## src/rtl/pms_pkg.sv

```systemverilog
`default_nettype none
package pms_pkg;

  localparam int NUM_OPS = 8;
  localparam int OP_W    = 6;
  localparam int IDX_W   = (NUM_OPS > 1) ? $clog2(NUM_OPS) : 1;
  localparam int CNT_W   = $clog2(NUM_OPS + 1);
  localparam int SUM_W   = 16 + $clog2(NUM_OPS);

  localparam logic [15:0] Q_ONE      = 16'd4096;
  localparam logic [15:0] P_INIT     = 16'(65536 / NUM_OPS);
  localparam logic [13:0] PMIN_RST   = 14'd3277;
  localparam logic [15:0] ALPHA_RST  = 16'd19661;

  // register indexes
  localparam logic [1:0] REG_PMIN  = 2'd0;
  localparam logic [1:0] REG_ALPHA = 2'd1;
  localparam logic [1:0] REG_MODE  = 2'd2;

  typedef enum logic [3:0] {
    ST_IDLE,
    ST_SCAN,
    ST_ROUL,
    ST_QUPD,
    ST_SUM,
    ST_DIVST,
    ST_DIVRUN,
    ST_PWR,
    ST_LEAD,
    ST_OUT
  } pms_state_t;

  // controller to datapath
  typedef struct packed {
    logic load;
    logic scan_step;
    logic roul_step;
    logic qupd;
    logic sum_step;
    logic div_start;
    logic div_step;
    logic pwr;
    logic lead_init;
    logic lead_step;
    logic lead_fast;
    logic commit;
    logic clr_idx;
  } pms_cmd_t;

  // datapath to controller
  typedef struct packed {
    logic is_reward;
    logic op_valid;
    logic untried_phase;
    logic scan_found;
    logic scan_last;
    logic roul_done;
    logic idx_last;
    logic div_done;
    logic lead_rescan;
  } pms_sts_t;

endpackage
`default_nettype wire

```

## src/rtl/pms_ctrl.sv

```systemverilog
`default_nettype none
module pms_ctrl
  import pms_pkg::*;
(
  input  wire logic     clk,
  input  wire logic     rst_n,
  input  wire logic     in_valid,
  output logic          in_stall,
  output logic          out_valid,
  input  wire logic     out_stall,
  input  wire pms_sts_t sts,
  output pms_cmd_t      cmd
);

  pms_state_t state_r, state_nxt;

  // state register
  always_ff @(posedge clk) begin
    if (!rst_n) begin
      state_r <= ST_IDLE;
    end else begin
      state_r <= state_nxt;
    end
  end

  // next state and commands
  always_comb begin
    state_nxt = state_r;
    cmd       = '0;
    in_stall  = 1'b1;
    out_valid = 1'b0;
    unique case (state_r)
      ST_IDLE: begin
        in_stall = 1'b0;
        if (in_valid) begin
          cmd.load = 1'b1;
          state_nxt = ST_SCAN;
        end
      end
      ST_SCAN: begin
        // decide path, then scan for an untried operator
        if (sts.is_reward) begin
          state_nxt = sts.op_valid ? ST_QUPD : ST_OUT;
        end else if (sts.untried_phase) begin
          cmd.scan_step = 1'b1;
          if (sts.scan_found) begin
            state_nxt = ST_OUT;
          end else if (sts.scan_last) begin
            cmd.clr_idx = 1'b1;
            state_nxt = ST_ROUL;
          end
        end else begin
          cmd.clr_idx = 1'b1;
          state_nxt = ST_ROUL;
        end
      end
      ST_ROUL: begin
        cmd.roul_step = 1'b1;
        if (sts.roul_done) state_nxt = ST_OUT;
      end
      ST_QUPD: begin
        cmd.qupd    = 1'b1;
        cmd.clr_idx = 1'b1;
        state_nxt   = ST_SUM;
      end
      ST_SUM: begin
        cmd.sum_step = 1'b1;
        if (sts.idx_last) begin
          cmd.clr_idx = 1'b1;
          state_nxt = ST_DIVST;
        end
      end
      ST_DIVST: begin
        cmd.div_start = 1'b1;
        state_nxt = ST_DIVRUN;
      end
      ST_DIVRUN: begin
        cmd.div_step = 1'b1;
        if (sts.div_done) state_nxt = ST_PWR;
      end
      ST_PWR: begin
        cmd.pwr = 1'b1;
        if (sts.idx_last) begin
          cmd.clr_idx = 1'b1;
          if (sts.lead_rescan) begin
            cmd.lead_init = 1'b1;
            state_nxt = ST_LEAD;
          end else begin
            cmd.lead_fast = 1'b1;
            cmd.commit = 1'b1;
            state_nxt = ST_OUT;
          end
        end else begin
          state_nxt = ST_DIVST;
        end
      end
      ST_LEAD: begin
        cmd.lead_step = 1'b1;
        if (sts.idx_last) begin
          cmd.commit = 1'b1;
          state_nxt = ST_OUT;
        end
      end
      ST_OUT: begin
        out_valid = 1'b1;
        if (!out_stall) state_nxt = ST_IDLE;
      end
      default: state_nxt = ST_IDLE;
    endcase
  end

endmodule
`default_nettype wire

```

## src/rtl/pms_dp.sv

```systemverilog
`default_nettype none
module pms_dp
  import pms_pkg::*;
(
  input  wire logic        clk,
  input  wire logic        rst_n,
  input  wire pms_cmd_t    cmd,
  output pms_sts_t         sts,
  input  wire logic        in_action,
  input  wire logic [5:0]  in_op_index,
  input  wire logic [15:0] in_reward_value,
  input  wire logic [15:0] in_random_draw,
  input  wire logic [13:0] pmin,
  input  wire logic [15:0] alpha,
  input  wire logic        mode,
  output logic [5:0]       out_chosen_op,
  output logic             out_from_untried,
  output logic [5:0]       out_leader_op,
  output logic             out_was_exploit
);

  logic [15:0]      q_r [NUM_OPS];
  logic [15:0]      p_r [NUM_OPS];
  logic [NUM_OPS-1:0] tried_r;
  logic [31:0]      rcnt_r, xpl_r, xpr_r;
  logic [OP_W-1:0]  lead_r;
  logic [15:0]      lq_r;

  logic             act_r;
  logic [OP_W-1:0]  op_r;
  logic [15:0]      rew_r, draw_r;
  logic [IDX_W-1:0] idx_r;
  logic [CNT_W-1:0] cnt_r;
  logic [31:0]      cum_r;
  logic [SUM_W-1:0] sum_r;
  logic [OP_W-1:0]  chosen_r;
  logic             untried_r, exploit_r;
  logic [OP_W-1:0]  nlead_r;
  logic [15:0]      nlq_r;

  // divider: quotient = span*q / sum, restoring, one bit per cycle
  localparam int NUM_W = 17 + 16;
  localparam int DC_W  = $clog2(NUM_W + 1);
  logic [NUM_W-1:0] dnum_r, dquo_r;
  logic [SUM_W:0]   drem_r;
  logic [DC_W-1:0]  dcnt_r;

  logic [IDX_W-1:0] op_idx;
  logic             last_idx;
  logic [16:0]      span;
  logic [19:0]      ftot;
  logic [15:0]      qop, diff;
  logic [31:0]      prod;
  logic [15:0]      qnew;
  logic [SUM_W:0]   rtry;
  logic [17:0]      pfull;
  logic [31:0]      cum_n;
  logic [IDX_W-1:0] start_idx;
  logic [15:0]      sel_q;

  assign op_idx   = op_r[IDX_W-1:0];
  assign last_idx = (idx_r == IDX_W'(NUM_OPS - 1));
  assign ftot     = 20'(NUM_OPS) * {6'd0, pmin};
  assign span     = (ftot >= 20'd65536) ? 17'd0 : 17'(20'd65536 - ftot);
  assign qop      = q_r[op_idx];
  assign diff     = (rew_r >= qop) ? rew_r - qop : qop - rew_r;
  assign prod     = alpha * diff;
  assign start_idx = IDX_W'(({16'd0, in_random_draw} * 32'(NUM_OPS)) >> 16);
  assign cum_n    = cum_r + {16'd0, p_r[idx_r]};
  assign sel_q    = q_r[idx_r];
  assign rtry     = {drem_r[SUM_W-1:0], dnum_r[NUM_W-1]};

  always_comb begin
    if (mode) qnew = rew_r;
    else if (rew_r >= qop) qnew = qop + prod[31:16];
    else qnew = qop - prod[31:16];
  end

  always_comb begin
    if (sum_r == '0) pfull = {4'd0, pmin} + 18'(span / 17'(NUM_OPS));
    else pfull = {4'd0, pmin} + 18'(dquo_r);
  end

  // status
  always_comb begin
    sts.is_reward     = act_r;
    sts.op_valid      = ({1'b0, op_r} < 7'(NUM_OPS));
    sts.untried_phase = (rcnt_r < 32'(NUM_OPS));
    sts.scan_found    = !tried_r[idx_r];
    sts.scan_last     = (cnt_r == CNT_W'(NUM_OPS - 1));
    sts.roul_done     = last_idx || (cum_n > {16'd0, draw_r});
    sts.idx_last      = last_idx;
    sts.div_done      = (dcnt_r == '0);
    sts.lead_rescan   = (lead_r == op_r && q_r[op_idx] < lq_r) ||
                        (q_r[lead_r[IDX_W-1:0]] != lq_r);
  end

  // control state of the datapath
  always_ff @(posedge clk) begin
    if (!rst_n) begin
      for (int i = 0; i < NUM_OPS; i++) begin
        q_r[i] <= Q_ONE;
        p_r[i] <= P_INIT;
      end
      tried_r <= '0;
      rcnt_r  <= '0;
      xpl_r   <= '0;
      xpr_r   <= '0;
      lead_r  <= '0;
      lq_r    <= '0;
    end else begin
      if (cmd.load && in_action && ({1'b0, in_op_index} < 7'(NUM_OPS))) begin
        if (lead_r == in_op_index) xpl_r <= xpl_r + 32'd1;
        else xpr_r <= xpr_r + 32'd1;
      end
      if (cmd.qupd) begin
        q_r[op_idx]     <= qnew;
        tried_r[op_idx] <= 1'b1;
        if (rcnt_r != 32'hFFFF_FFFF) rcnt_r <= rcnt_r + 32'd1;
      end
      if (cmd.pwr) p_r[idx_r] <= (pfull > 18'd65535) ? 16'hFFFF : pfull[15:0];
      if (cmd.lead_fast && q_r[op_idx] >= lq_r) begin
        lead_r <= op_r;
        lq_r   <= q_r[op_idx];
      end
      if (cmd.commit && !cmd.lead_fast) begin
        lead_r <= (sel_q > nlq_r) ? OP_W'(idx_r) : nlead_r;
        lq_r   <= (sel_q > nlq_r) ? sel_q : nlq_r;
      end
    end
  end

  // working registers
  always_ff @(posedge clk) begin
    if (cmd.load) begin
      act_r     <= in_action;
      op_r      <= in_op_index;
      rew_r     <= in_reward_value;
      draw_r    <= in_random_draw;
      idx_r     <= start_idx;
      cnt_r     <= '0;
      cum_r     <= '0;
      chosen_r  <= in_op_index;
      untried_r <= 1'b0;
      exploit_r <= in_action && (lead_r == in_op_index) &&
                   ({1'b0, in_op_index} < 7'(NUM_OPS));
    end
    if (cmd.scan_step) begin
      if (!tried_r[idx_r]) begin
        chosen_r  <= OP_W'(idx_r);
        untried_r <= 1'b1;
      end
      idx_r <= (last_idx) ? '0 : idx_r + IDX_W'(1);
      cnt_r <= cnt_r + CNT_W'(1);
    end
    if (cmd.roul_step) begin
      cum_r <= cum_n;
      chosen_r <= OP_W'(idx_r);
      idx_r <= idx_r + IDX_W'(1);
    end
    if (cmd.qupd) sum_r <= '0;
    if (cmd.sum_step) begin
      sum_r <= sum_r + SUM_W'(sel_q);
      idx_r <= idx_r + IDX_W'(1);
    end
    if (cmd.div_start) begin
      dnum_r <= {16'd0, span} * {17'd0, sel_q};
      dquo_r <= '0;
      drem_r <= '0;
      dcnt_r <= DC_W'(NUM_W);
    end
    if (cmd.div_step && dcnt_r != '0) begin
      dnum_r <= {dnum_r[NUM_W-2:0], 1'b0};
      if (rtry >= {1'b0, sum_r}) begin
        drem_r <= rtry - {1'b0, sum_r};
        dquo_r <= {dquo_r[NUM_W-2:0], 1'b1};
      end else begin
        drem_r <= rtry;
        dquo_r <= {dquo_r[NUM_W-2:0], 1'b0};
      end
      dcnt_r <= dcnt_r - DC_W'(1);
    end
    if (cmd.pwr) idx_r <= idx_r + IDX_W'(1);
    // leader rescan over the updated table
    if (cmd.lead_init) begin
      nlead_r <= '0;
      nlq_r   <= q_r[0];
      idx_r   <= IDX_W'(1);
    end
    if (cmd.lead_step) begin
      if (sel_q > nlq_r) begin
        nlead_r <= OP_W'(idx_r);
        nlq_r   <= sel_q;
      end
      idx_r <= idx_r + IDX_W'(1);
    end
    if (cmd.clr_idx && !cmd.lead_init) idx_r <= '0;
  end

  assign out_chosen_op    = chosen_r;
  assign out_from_untried = untried_r;
  assign out_leader_op    = lead_r;
  assign out_was_exploit  = exploit_r;

endmodule
`default_nettype wire

```

## src/rtl/probability_matching_selector.sv

```systemverilog
`default_nettype none
// channel | direction | ports
// input   | in        | in_valid, in_stall, in_action, in_op_index, in_reward_value,
//         |           | in_random_draw
// result  | out       | out_valid, out_stall, out_chosen_op, out_from_untried,
//         |           | out_leader_op, out_was_exploit
// config  | in        | cfg_psel, cfg_penable, cfg_pwrite, cfg_paddr, cfg_pwdata
// one item at a time; a select uses the untried scan, then the roulette if none is found
// a reward updates the quality, sums the table and recomputes each probability, then may rescan the leader;
// the shared bit-serial divider serves every operator in turn (start, steps, done, write)
// synchronous active-low reset restores the tables; the result is held until not stalled
// the next item is taken once the result has left
module probability_matching_selector
  import pms_pkg::*;
(
  input  wire logic        clk,
  input  wire logic        rst_n,
  input  wire logic        in_valid,
  output logic             in_stall,
  input  wire logic        in_action,
  input  wire logic [5:0]  in_op_index,
  input  wire logic [15:0] in_reward_value,
  input  wire logic [15:0] in_random_draw,
  output logic             out_valid,
  input  wire logic        out_stall,
  output logic [5:0]       out_chosen_op,
  output logic             out_from_untried,
  output logic [5:0]       out_leader_op,
  output logic             out_was_exploit,
  input  wire logic        cfg_psel,
  input  wire logic        cfg_penable,
  input  wire logic        cfg_pwrite,
  input  wire logic [3:0]  cfg_paddr,
  input  wire logic [31:0] cfg_pwdata,
  output logic [31:0]      cfg_prdata,
  output logic             cfg_pready
);

  logic [13:0] pmin_r;
  logic [15:0] alpha_r;
  logic        mode_r;
  logic        wr_en;
  pms_cmd_t    cmd;
  pms_sts_t    sts;

  assign cfg_pready = 1'b1;
  assign wr_en = cfg_psel && cfg_penable && cfg_pwrite;

  // configuration registers
  always_ff @(posedge clk) begin
    if (!rst_n) begin
      pmin_r  <= PMIN_RST;
      alpha_r <= ALPHA_RST;
      mode_r  <= 1'b0;
    end else if (wr_en && cfg_paddr[1:0] == 2'd0) begin
      unique case (cfg_paddr[3:2])
        REG_PMIN:  pmin_r  <= cfg_pwdata[13:0];
        REG_ALPHA: alpha_r <= cfg_pwdata[15:0];
        REG_MODE:  mode_r  <= cfg_pwdata[0];
        default: ;
      endcase
    end
  end

  // register readback
  always_comb begin
    unique case (cfg_paddr[3:2])
      REG_PMIN:  cfg_prdata = {18'd0, pmin_r};
      REG_ALPHA: cfg_prdata = {16'd0, alpha_r};
      REG_MODE:  cfg_prdata = {31'd0, mode_r};
      default:   cfg_prdata = '0;
    endcase
  end

  pms_ctrl u_ctrl (
    .clk, .rst_n, .in_valid, .in_stall, .out_valid, .out_stall, .sts, .cmd
  );

  pms_dp u_dp (
    .clk, .rst_n, .cmd, .sts, .in_action, .in_op_index, .in_reward_value,
    .in_random_draw, .pmin(pmin_r), .alpha(alpha_r), .mode(mode_r),
    .out_chosen_op, .out_from_untried, .out_leader_op, .out_was_exploit
  );

  // no new item taken while a result waits
  a_no_overlap: assert property (@(posedge clk) disable iff (!rst_n)
    out_valid |-> in_stall) else $error("item taken with result pending");

  // an accepted item produces a busy cycle next
  a_busy_after_take: assert property (@(posedge clk) disable iff (!rst_n)
    (in_valid && !in_stall) |=> (in_stall && !out_valid))
    else $error("accept not followed by busy");

  // a result from the untried scan never reports exploit
  a_select_no_exploit: assert property (@(posedge clk) disable iff (!rst_n)
    out_valid && out_from_untried |-> !out_was_exploit)
    else $error("exploit flag on select");

endmodule
`default_nettype wire

```

## config.mk

```make
export PLATFORM = sky130hd
export DESIGN_NAME = probability_matching_selector
export DESIGN_NICKNAME = d
export VERILOG_FILES = /design/src/rtl/pms_pkg.sv /design/src/rtl/pms_ctrl.sv /design/src/rtl/pms_dp.sv /design/src/rtl/probability_matching_selector.sv
export SDC_FILE = /design/constraint.sdc
export NUM_CORES = 2
export LEC_CHECK = 0
export BUFFER_PORTS_ARGS = -buffer_cell sky130_fd_sc_hd__buf_2
export CORE_UTILIZATION = 62
export DETAILED_ROUTE_END_ITERATION = 12
export GPL_ROUTABILITY_DRIVEN = 0
export HOLD_SLACK_MARGIN = 0.05
export PLACE_DENSITY = 0.84
export SYNTH_ARGS = -nofsm -noshare
export SYNTH_HDL_FRONTEND = slang
export SYNTH_SLANG_ARGS = --single-unit
```

## constraint.sdc

```tcl
create_clock -name clk -period 27.2 [get_ports clk]
set_input_delay 1.36 -clock clk [delete_from_list [all_inputs] [get_ports clk]]
set_output_delay 1.36 -clock clk [all_outputs]
set_load 0.1 [all_outputs]
```

== Word level (Yosys, flattened, before mapping) ==
Memory sizes are Yosys's and may differ from the RTL's. A register that Yosys moved wholly into a read port is not among the register bits.
Index checks and enable logic that the tools add are counted.

* Add/sub/neg operators: 14
* $mul: 2
* Magnitude comparators: 14
* Equal/unequal tests: 24
* Muxes and demuxes: 114
* Bitwise logic cells: 1
* Reduce and logical (&&, ||, !) cells: 34

{| class="wikitable"
|+ Operators with widths
! operator !! count
|-
| 16-bit 2-to-1 mux || 12
|-
| 19-bit 2-to-1 mux || 5
|-
| 33-bit 2-to-1 mux || 2
|-
| 6-bit 2-to-1 mux || 11
|-
| 32-bit 2-to-1 mux || 2
|-
| 3-bit 2-to-1 mux || 19
|-
| 4-bit 2-to-1 mux || 14
|-
| 18-bit 2-to-1 mux || 3
|-
| 16-bit case mux with 3 select lines || 1
|-
| 16-bit subtractor || 3
|-
| 4-bit case mux with 10 select lines || 1
|-
| 1-bit 2-to-1 mux || 37
|-
| 17-bit by 16-bit multiplier with 33-bit output || 1
|-
| 32-bit by 1-bit adder with 32-bit output (second input constant) || 1
|-
| 32-bit by 16-bit adder with 32-bit output || 1
|-
| 16-bit >= comparator || 2
|-
| 32-bit by 16-bit > comparator with 1-bit output || 1
|-
| 32-bit by 4-bit < comparator with 1-bit output (second input constant) || 1
|-
| 16-bit by 16-bit multiplier with 32-bit output || 1
|-
| 32-bit != test (second input constant) || 1
|-
| 16-bit OR reduction || 2
|-
| 4-bit by 3-bit equality test with 1-bit output (second input constant) || 5
|-
| 20-bit by 19-bit >= comparator with 1-bit output || 1
|-
| 19-bit by 16-bit adder with 19-bit output || 1
|-
| other kinds (45) || 75
|}

* Flip-flop bits (word level): 300
* Memory bits (writable): 256
* Input bits: 82
* Output and inout port bits: 49
* Word-level logic and storage cells: 232
* Memories kept: 2

{| class="wikitable"
|+ Memories
! memory !! depth !! bits a word !! rd ports !! clocked after memory_dff !! wr ports !! line !! source
|-
| u_dp.p_r || 8 || 16 || 1 || 1 || 8 || pms_dp.sv:23 || <nowiki>logic [15:0] p_r [NUM_OPS];</nowiki>
|-
| u_dp.q_r || 8 || 16 || 4 || 3 || 8 || pms_dp.sv:22 || <nowiki>logic [15:0] q_r [NUM_OPS];</nowiki>
|}

== Depth between registers and ports, before layout ==
* Depth after elaboration: 12
* Gate-level depth with buffers: 59
* Gate-level depth less buffers: 56

== By module ==
A second synthesis with hierarchy kept.

* Cells, all modules: 4,989
* Area, all modules: 49,381.1 µm²

{| class="wikitable"
|+ By module, submodules not included
! module !! instances !! cells an instance !! area an instance (µm²) !! sequential area each (µm²)
|-
| pms_dp || 1 || 4,720 || 47,194.0 || 14,794.2
|-
| probability_matching_selector || 1 || 189 || 1,636.6 || 620.6
|-
| pms_ctrl || 1 || 80 || 550.5 || 80.1
|}

== Worst setup path after synthesis ==
No wires, ideal clock.

* Path type: flip-flop to flip-flop
* Start: register (tool-made name)
* End: memory u_dp.q_r[0][14], data pin
* Setup time: 0.272 ns
* Arrival time: 12.734 ns
* Data required time: 26.928 ns
* Setup slack: 14.194 ns
* Stages on the path, launching flop included: 58
* Path buffers: 3
* Clock period less this slack: 13.006 ns
* Path through: dfxtp_1 -> clkbuf_1 -> buf_1 -> mux4_2 -> mux2_2 -> inv_1 -> ha_1 -> inv_1 -> fa_1 -> a21o_1 -> a21o_1 -> a21o_1 -> a21o_1 -> a21o_1 -> a211oi_1 -> o311ai_1 -> a221oi_1 -> o211ai_1 -> (+22 left out) -> ha_1 -> nand2_1 -> o21ai_0 -> fa_1 -> a21o_1 -> a21oi_1 -> o21bai_1 -> a21oi_1 -> o21bai_1 -> a21oi_1 -> o21bai_1 -> a21oi_1 -> o21bai_1 -> a31o_2 -> a21oi_1 -> xnor2_1 -> mux2i_1 -> nor2_1

{| class="wikitable"
|+ RTL lines
! element !! line
|-
| end, declared || pms_dp.sv:22
|}

==> flow_summary.yaml <==
sta:
  worst_slew_pin_slew_ns: 1.21
  hold_viol_final: 0
  post-route-period-util: 0.548
  timing.final.setup_violations: 0
  max_freq_mhz: 67.1
  timing.final.max_slew_violations: 0
  final_period_demand_of_the_worst_path_ns: 14.91
  rsz0062_at_grt: "no"
  total_negative_setup_slack_ns: 0
  hold-worst-slack_ns: 0.442
  max-slew-margin-rel: 0.197
  final.setup_skew_ns: 0.0619
synth:
  synth_top_family_by_area: "adder cells"
  synthFlopType: "edfxtp_1"
  post_synth_edffs: 424
  yosys.area_share.adder: 0.245
  yosys_warnings: 0
  xor_xnor_share_of_the_synthesized_area: 0.0398
  async_reset_ff_frac: 0
  ys_seq_area_frac: 0.316
  syn-cell-area_sq_um: 49100
  postSynthCellCount: 4975
  netlist-cell-type-count: 94
  ys_seq_elements: 562
  yosys.area_share.simple: 0.159
  syn_avg_cell_area_sq_um: 9.86
  synth.mux.area_fraction: 0.0902
  synth_compound_gate_area_share: 0.0847
clock_tree:
  postCtsSetupRepairBufs: 0
  cts_num_sinks: 562
  h-tree-depth: 2
  cts_made_buffers: 61
  number_of_cells_upsized_or_downsized_after_cts: 0
  worst_skew_pair.late_latency_ns: 0.68
  clk_pin_slew_worst_paths_ns: 0.06
  clock_tree.buffer_depth: 3
  tritoncts_clock_tree: "yes"
  cts_root_buffer: "clkbuf_16"
  holdBufCountCts: 0
worst_setup_path:
  cp-end-kind: "flop"
  timing.critical_path.max_delay_family: "adder cells"
  worst-setup-path-type: "flop to flop"
  timing.critical_path.slowest_cell_delay_ns: 0.83
  worst_ep_required_time_ns: 27.59
  worst-path-buf-inv: 6
  timing.critical_path.slowest_stage_cell: "or2_1"
  worstSetupStartpointType: "flop"
  worstPathMaxFanout: 32
  worst-endpoint-arrival_ns: 15.30
finish:
  antenna_cells_inserted: 0
  post_layout_util: 0.675
  final_layout_size_suffix_gt1_frac: 0.0979
  layout-area-overhead-vs-synth_pct: 7.04
  finalNetCount: 5790
global_routing:
  global_route.peak_usage_layer: "met2"
  grt_met1_usage: 0.408
  initial_antenna_violation_count: 3
  overflow: 0
  use_met3: 0.0586
  globalRouteMet2Util: 0.529
  first_global_vias: 38600
  grt_first_pass_wirelength_um: 205000
  pin_count_of_the_biggest_net_entering_global_routing: 74
  global_route.usage.total: 0.322
routing:
  route.detailed.drc: 0
  routed_wl_um: 128000
  drt-wirelength-per-cell_um: 21.2
  drt-vias-per-instance: 6.19
  detailedRoute.firstPassIterationCount: 6
  final_antenna_net_count: 0
  vias: 37500
  first_iter_violations: 3642
floorplan:
  coreArea_sq_um: 77800
  die_w_um: 283
  fp.dieArea_sq_um: 80300
  io_pins: 131
  die_height_um: 283
  core.rowCount: 102
  floorplan.initialDensity: 0.630
status:
  run_status: "completed"
placement:
  dp.final_hpwl_um: 90900
  io_buffer_count: 97
job:
  drv.max_cap_violation_count: 0
worst_hold_path:
  worst_hold_startpoint: "u_dp.tried_r[3]"
  hold_path.class: "flop to flop"
## final timing paths
check	end	cells after the start	slack, ns
worst max-delay path	u_dp.q_r[1][14]	50	12.29
worst min-delay path	u_dp.tried_r[3]	2	0.44
worst max register to register	u_dp.q_r[1][14]	50	12.29
worst min register to register	u_dp.tried_r[3]	2	0.44
## sequential cells by signal, indices dropped and copies added (netlist names), 8 cells and up, named ones only
register and flops:
alpha_r 16, pmin_r 14, u_dp.cum_r 32, u_dp.dnum_r 30, u_dp.dquo_r 18, u_dp.draw_r 16, u_dp.drem_r 19, u_dp.lq_r 16
u_dp.nlq_r 16, u_dp.p_r 128, u_dp.q_r 128, u_dp.rcnt_r 32, u_dp.rew_r 16, u_dp.sum_r 19, u_dp.tried_r 8
## cell families (layout without fill, tap and decap cells)
logic type	count (synthesis)	count (layout)
flops	562	562
buf+inv	833	860
compound gates	638	638
fa+ha+maj	742	742
mux	274	274
xor+xnor	221	221
other cells	2	17
simple gates	1703	1703
## Yosys cell counts, types with 31 or more instances
cell	number	area (sq um)
a21o_1	80	601
a21oi_1	189	946
and2_1	166	1040
clkbuf_1	193	724
dfxtp_1	138	2760
edfxtp_1	424	12700
fa_1	366	7330
ha_1	376	4700
inv_1	580	2180
mux2_2	44	495
mux2i_1	100	1000
mux4_2	130	2930
nand2_1	567	2130
nand2b_1	44	275
nand3_1	91	455
nor2_1	555	2080
nor2b_1	56	350
nor3_1	46	230
o21ai_0	130	651
or3_1	31	194
xnor2_1	130	1140
xor2_1	89	780
## tightest hold or removal path, stage by stage, from the launching register on
cell     delay [ns]
dfxtp_1        0.31
nand2_1        0.05
nand2_1        0.04
## metal layers
metal / share of wire / routed length (um) / vias to the layer above
met2: 0.47 / 60400 / 2036
met3: 0.097 / 12400 / 434
met5: 0.00027 / 34 / -
met4: 0.058 / 7430 / 6
li1: - / - / 16800
met1: 0.37 / 47900 / 18200
## layout make-up
class / instances / area [sq um]
multi-input combinational: 3595 / 30500
inverter: 587 / 2200
fill: 5632 / 25300
tap: 1040 / 1300
clock buffer: 76 / 1690
sequential: 562 / 15500
clock inverter: 38 / 410
timing repair buffer: 159 / 951
## per-stage QoR
| stage | setup slack, ns | cell area, sq um | cells |
|---|---|---|---|
| global placement | 12.79 | 50400 | 5943 |
| finish | 12.29 | 52500 | 6057 |
| detailed placement | 12.50 | 50400 | 5943 |
| floorplan | 14.19 | 49100 | 4990 |
| global route | 11.38 | 52500 | 6057 |
| CTS | 12.48 | 52500 | 6057 |
## cells in the final DEF, fill, tap and decap left out, types with 14 or more instances in the layout
cell,netlist,layout
a211oi_1,29,28
a21o_1,80,80
a21oi_1,189,189
a221oi_1,25,25
and2_1,166,166
and3_1,23,23
buf_2,12,97
buf_4,18,62
clkbuf_16,0,64
conb_1,2,17
dfxtp_1,138,132
edfxtp_1,424,424
fa_1,366,366
ha_1,376,376
inv_1,580,580
mux2_2,44,44
mux2i_1,100,100
mux4_2,130,130
nand2_1,567,566
nand2b_1,44,44
nand3_1,91,91
nand4_1,29,29
nor2_1,555,554
nor2b_1,56,56
nor3_1,46,45
nor4_1,27,26
o211ai_1,14,14
o21a_1,24,24
o21ai_0,130,130
o21bai_1,22,22
o22ai_1,15,15
or2_2,15,15
or3_1,31,31
xnor2_1,130,129
xor2_1,89,89
Power is left out: the tool's default activity adds up to more than one toggle a clock period on the data nets, which glitch-free logic cannot reach.
